## config.mk

```make
export PLATFORM = sky130hd
export DESIGN_NAME = fmgi_axis
export DESIGN_NICKNAME = d
export VERILOG_FILES = /design/src/fmgi_pkg.sv /design/src/fmgi_axis.sv
export SDC_FILE = /design/constraint.sdc
export NUM_CORES = 2
export LEC_CHECK = 0
export ABC_CLOCK_PERIOD_IN_PS = 17200
export BUFFER_PORTS_ARGS = -buffer_cell sky130_fd_sc_hd__buf_2
export CAP_MARGIN = 20
export CORE_MARGIN = 1.5
export CORE_UTILIZATION = 35
export CTS_CLUSTER_SIZE = 25
export DETAILED_ROUTE_END_ITERATION = 10
export PLACE_DENSITY_LB_ADDON = 0.25
export SLEW_MARGIN = 20
export SYNTH_ARGS = -nofsm -noshare
export SYNTH_HDL_FRONTEND = slang
export SYNTH_SLANG_ARGS = --single-unit
```

## constraint.sdc

```tcl
create_clock -name clk -period 17.2 [get_ports clk]
set_input_delay 1.72 -clock clk [delete_from_list [all_inputs] [get_ports clk]]
set_output_delay 1.72 -clock clk [all_outputs]
set_load 0.02 [all_outputs]
```

## src/fmgi_pkg.sv

```systemverilog
// shared constants, register indexes and widths for the field map grid interpolator
package fmgi_pkg;

	localparam int POS_W   = 32;
	localparam int CFG_W   = 32;
	localparam int PTS_W   = 7;
	localparam int FIELD_W = 24;
	localparam int IDX_W   = 6;
	localparam int REGI_W  = 3;
	localparam int NODE_W  = 3 * FIELD_W;
	localparam int XY_W    = 2 * FIELD_W;

	localparam int X_POINTS_MAX_DEF = 64;
	localparam int Y_POINTS_MAX_DEF = 64;

	localparam logic signed [POS_W-1:0]   ORIGIN_RST    = '0;
	localparam logic [CFG_W-1:0]          INV_PITCH_RST = 32'd1310720;
	localparam logic [PTS_W-1:0]          POINTS_RST    = 7'd64;
	localparam logic signed [FIELD_W-1:0] SCALE_RST     = 24'sd65536;

	typedef enum logic [REGI_W-1:0] {
		REG_X_ORIGIN    = 3'd0,
		REG_Y_ORIGIN    = 3'd1,
		REG_X_INV_PITCH = 3'd2,
		REG_Y_INV_PITCH = 3'd3,
		REG_X_POINTS    = 3'd4,
		REG_Y_POINTS    = 3'd5,
		REG_FIELD_SCALE = 3'd6
	} reg_idx_t;

endpackage

```

## src/fmgi_axis.sv

```systemverilog
// one axis: position to grid units, interior test, nearest and neighbour index, distance
module fmgi_axis import fmgi_pkg::*; #(
	parameter int PMAX = X_POINTS_MAX_DEF,
	localparam int IW = $clog2(PMAX)
) (
	input  logic                    clk,
	input  logic                    en,
	input  logic signed [POS_W-1:0] pos,
	input  logic signed [POS_W-1:0] origin,
	input  logic [CFG_W-1:0]        inv_pitch,
	input  logic [PTS_W-1:0]        points,
	output logic [IW-1:0]           near,
	output logic [IW-1:0]           nbr,
	output logic [CFG_W-1:0]        offset,
	output logic                    in_grid
);
	localparam logic [10:0] PMAX_C = 11'(PMAX);

	logic signed [POS_W:0] diff_s1;
	logic [2*CFG_W-1:0]    u_s2;
	logic                  neg_s2;
	logic [PTS_W-1:0]      n;
	logic [PTS_W-1:0]      nm2;
	logic [CFG_W-1:0]      hi;
	logic [CFG_W-1:0]      frac;
	logic [CFG_W-1:0]      jr;
	logic [IW-1:0]         j_c;
	logic [IW-1:0]         nb_c;
	logic [CFG_W-1:0]      d_c;
	logic                  in_c;

	always_comb begin
		n    = (11'(points) > PMAX_C) ? PMAX_C[PTS_W-1:0] : points;
		nm2  = n - 7'd2;
		hi   = u_s2[2*CFG_W-1:CFG_W];
		frac = u_s2[CFG_W-1:0];
		in_c = !neg_s2 && (n >= 7'd3) && (hi != '0) &&
			((hi < 32'(nm2)) || ((hi == 32'(nm2)) && (frac == '0)));
		// round to nearest node
		jr  = hi + 32'(frac[CFG_W-1]);
		j_c = jr[IW-1:0];
		if (frac[CFG_W-1]) begin
			nb_c = j_c - IW'(1);
			d_c  = ~frac + 32'd1;
		end else if (frac != '0) begin
			nb_c = j_c + IW'(1);
			d_c  = frac;
		end else begin
			nb_c = j_c - IW'(1);
			d_c  = '0;
		end
	end

	always_ff @(posedge clk) begin
		if (en) begin
			diff_s1 <= {pos[POS_W-1], pos} - {origin[POS_W-1], origin};
			neg_s2  <= diff_s1[POS_W];
			u_s2    <= diff_s1[POS_W-1:0] * inv_pitch;
			near    <= j_c;
			nbr     <= nb_c;
			offset  <= d_c;
			in_grid <= in_c;
		end
	end
endmodule

```

==> impl_metrics.json <==
{
  "finalSetupViolCount": 0,
  "final_common_cell": "inv_1",
  "yosysTopAreaCell": "fa_1",
  "avgSynthCellArea_um2": 9.50,
  "final_util_pct": 37.7,
  "cts-root-buf": "clkbuf_16",
  "viasPerCell": 4.89,
  "cp_slowest_cell": "a21boi_0",
  "cts_resized": 0,
  "dieArea_um2": 117000,
  "cts_sinks": 143,
  "synth_enable_flop_cells": 143,
  "period_minus_slack_ns": 9.59,
  "crit_path_start_kind": "input pin",
  "grt-ovfl-total": 0,
  "areaGrowthSynthToFinish_pct": 6.83,
  "cts_setup_buffers": 0,
  "slew_headroom_pct": 35.7,
  "min_path_type": "reg -> reg",
  "wirelength_mm": 112,
  "grt_util_all_layers_pct": 19.9,
  "final_cell_mix": "inv_1, fa_1, and2_1",
  "critPathKind": "in -> reg",
  "drc_errors": 0,
  "cts_made_buffers": 17,
  "rows": 124,
  "yosysUniqueCellTypes": 58,
  "synth_top_flop_cell": "edfxtp_1",
  "synth_fp_nets": 5550,
  "clkTransAtPathRegs_ns": 0.07,
  "fmax_mhz": 104,
  "grt_pass1_wl_mm": 177,
  "syn-cell-area_um2": 40300,
  "wl_per_cell_um": 19.4,
  "path_common_cell": "fa_1",
  "ys_seq_area_share_pct": 10.7,
  "layout-drive-gt1-share_pct": 5.59,
  "end_kind": "flip-flop",
  "vias": 28100,
  "clock_skew_ns": 0.0121,
  "port_buffers": 149,
  "tns_ns": 0,
  "die_y_um": 342,
  "num-nets-final": 5538,
  "ant_nets": 0,
  "max_stage_delay_ns": 0.67,
  "initial_utilization_pct": 35.3,
  "grt_max_degree": 82,
  "chipWidth_um": 342,
  "yosys_warnings": 0,
  "htreeDepth": 4,
  "fp.coreArea_um2": 114000,
  "syn-instance-count": 4238,
  "clock_latency_ns": 0.49,
  "outcome": "completed",
  "cap_violations": 0,
  "clock_path_buffers": 2,
  "required_ns": 17.44,
  "finalHoldViolations": 0,
  "cts_tree": "built",
  "crit_fanout": 32,
  "final_cells": 5754,
  "pin_count": 150,
  "min_period_over_period_pct": 55.8,
  "placedCellCount": 5719,
  "rsz0062_at_grt": "false",
  "drtIter0Drc": 1429,
  "drt_pass1_iterations": 5,
  "synth.top_cells.by_area": "fa_1, edfxtp_1, ha_1",
  "dp_hpwl_mm": 85.4,
  "antenna_found_initial": 9,
  "cp_data_arrival_time_ns": 9.83,
  "ctsHoldBuffers": 0,
  "synth_seq_cells": 143,
  "gp_congestion": 0.863,
  "grt_pass1_vias": 30700,
  "worstMarginPinSlew_ns": 0.964,
  "maxSlewViolCount": 0,
  "synthArstFlopShare_pct": 0,
  "yosysTopAreaCellShare_pct": 44.6
}
==> sequential cells by signal, indices dropped and copies added, names as in the netlist <==
register and flops:
diff_s1 33, near 6, in_grid 1, offset 32, u_s2 64, nbr 6, neg_s2 1
==> cell type report <==
cell class / count / area (um2)
sequential: 143 / 4290
clock buffer: 17 / 425
multi-input combinational: 2957 / 31700
fill: 11700 / 71200
antenna: 3 / 7.51
clock inverter: 15 / 186
tap: 1512 / 1890
inverter: 915 / 3430
timing repair buffer: 192 / 1070
==> kinds of logic (layout without fill, tap and decap cells) <==
logic type,count (synthesis),after routing,synth area share [%]
and+or+nand+nor,1307,1307,16.8
xor gates and xnor gates,125,125,2.72
DFF,143,143,10.7
AOI/OAI and AO/OA,315,315,4.87
other,0,3,0
buffers and inverters,1138,1139,10.6
adders and majority gates,1207,1207,54.2
muxes,3,3,0.0746
==> worst paths after layout <==
path,to,cells past startpoint,slack (ns),start
setup / recovery,u_s2[62]$_DFFE_PP_,26,7.61,inv_pitch[8]
setup reg to reg,u_s2[62]$_DFFE_PP_,25,8.63,diff_s1[15]$_DFFE_PP_
hold reg to reg,offset[15]$_DFFE_PP_,1,0.59,u_s2[15]$_DFFE_PP_
hold / removal,offset[15]$_DFFE_PP_,1,0.59,u_s2[15]$_DFFE_PP_
==> routing by layer <==
metal | global-route usage (%) | share of wire, % | routed length (um)
met1 | 24.7 | 40 | 45200
met3 | 2.01 | 4.0 | 4420
met5 | 0 | 0 | 0
met4 | 6.83 | 3.3 | 3630
met2 | 35.8 | 52 | 58600
==> worst max-delay path, delay by kind of cell <==
kind,cells,cell delay [ns]
compound gates,7,2.42
fa+ha+maj,9,4.16
mux,1,0.18
simple gates,3,0.45
buf+inv,6,0.89
==> per-stage QoR <==
| step | hold slack (ns) | setup WS (ns) | instance area, um2 |
|---|---|---|---|
| 6_report | 0.589 | 7.61 | 43000 |
| 5_1_grt | 0.632 | 7.20 | 43000 |
| 2_1_floorplan | 0.400 | 8.47 | 40300 |
| 4_1_cts | 0.602 | 7.67 | 43000 |
| 3_3_place_gp | 0.572 | 7.19 | 42400 |
| 3_5_place_dp | 0.580 | 7.17 | 42400 |
==> Yosys cell counts (all sizes together), types with 6 or more instances <==
cell type and n:
and2 600, o21a 9, a21o 33, a211oi 11, or4 6, nand2 505
and3 7, inv 915, nand2b 22, o21bai 16, nand4 21, xnor2 90
fa 897, nand3 20, o31ai 15, xor2 35, ha 310, nor2b 17
a31oi 8, nor2 61, o21ai 65, nor3 20, a21oi 115, nor4 14
edfxtp 143, o41ai 6, a21boi 6, clkbuf 223
Power is not shown: default switching activity piles up to over one toggle a cycle in this logic, so the estimate is an artifact.
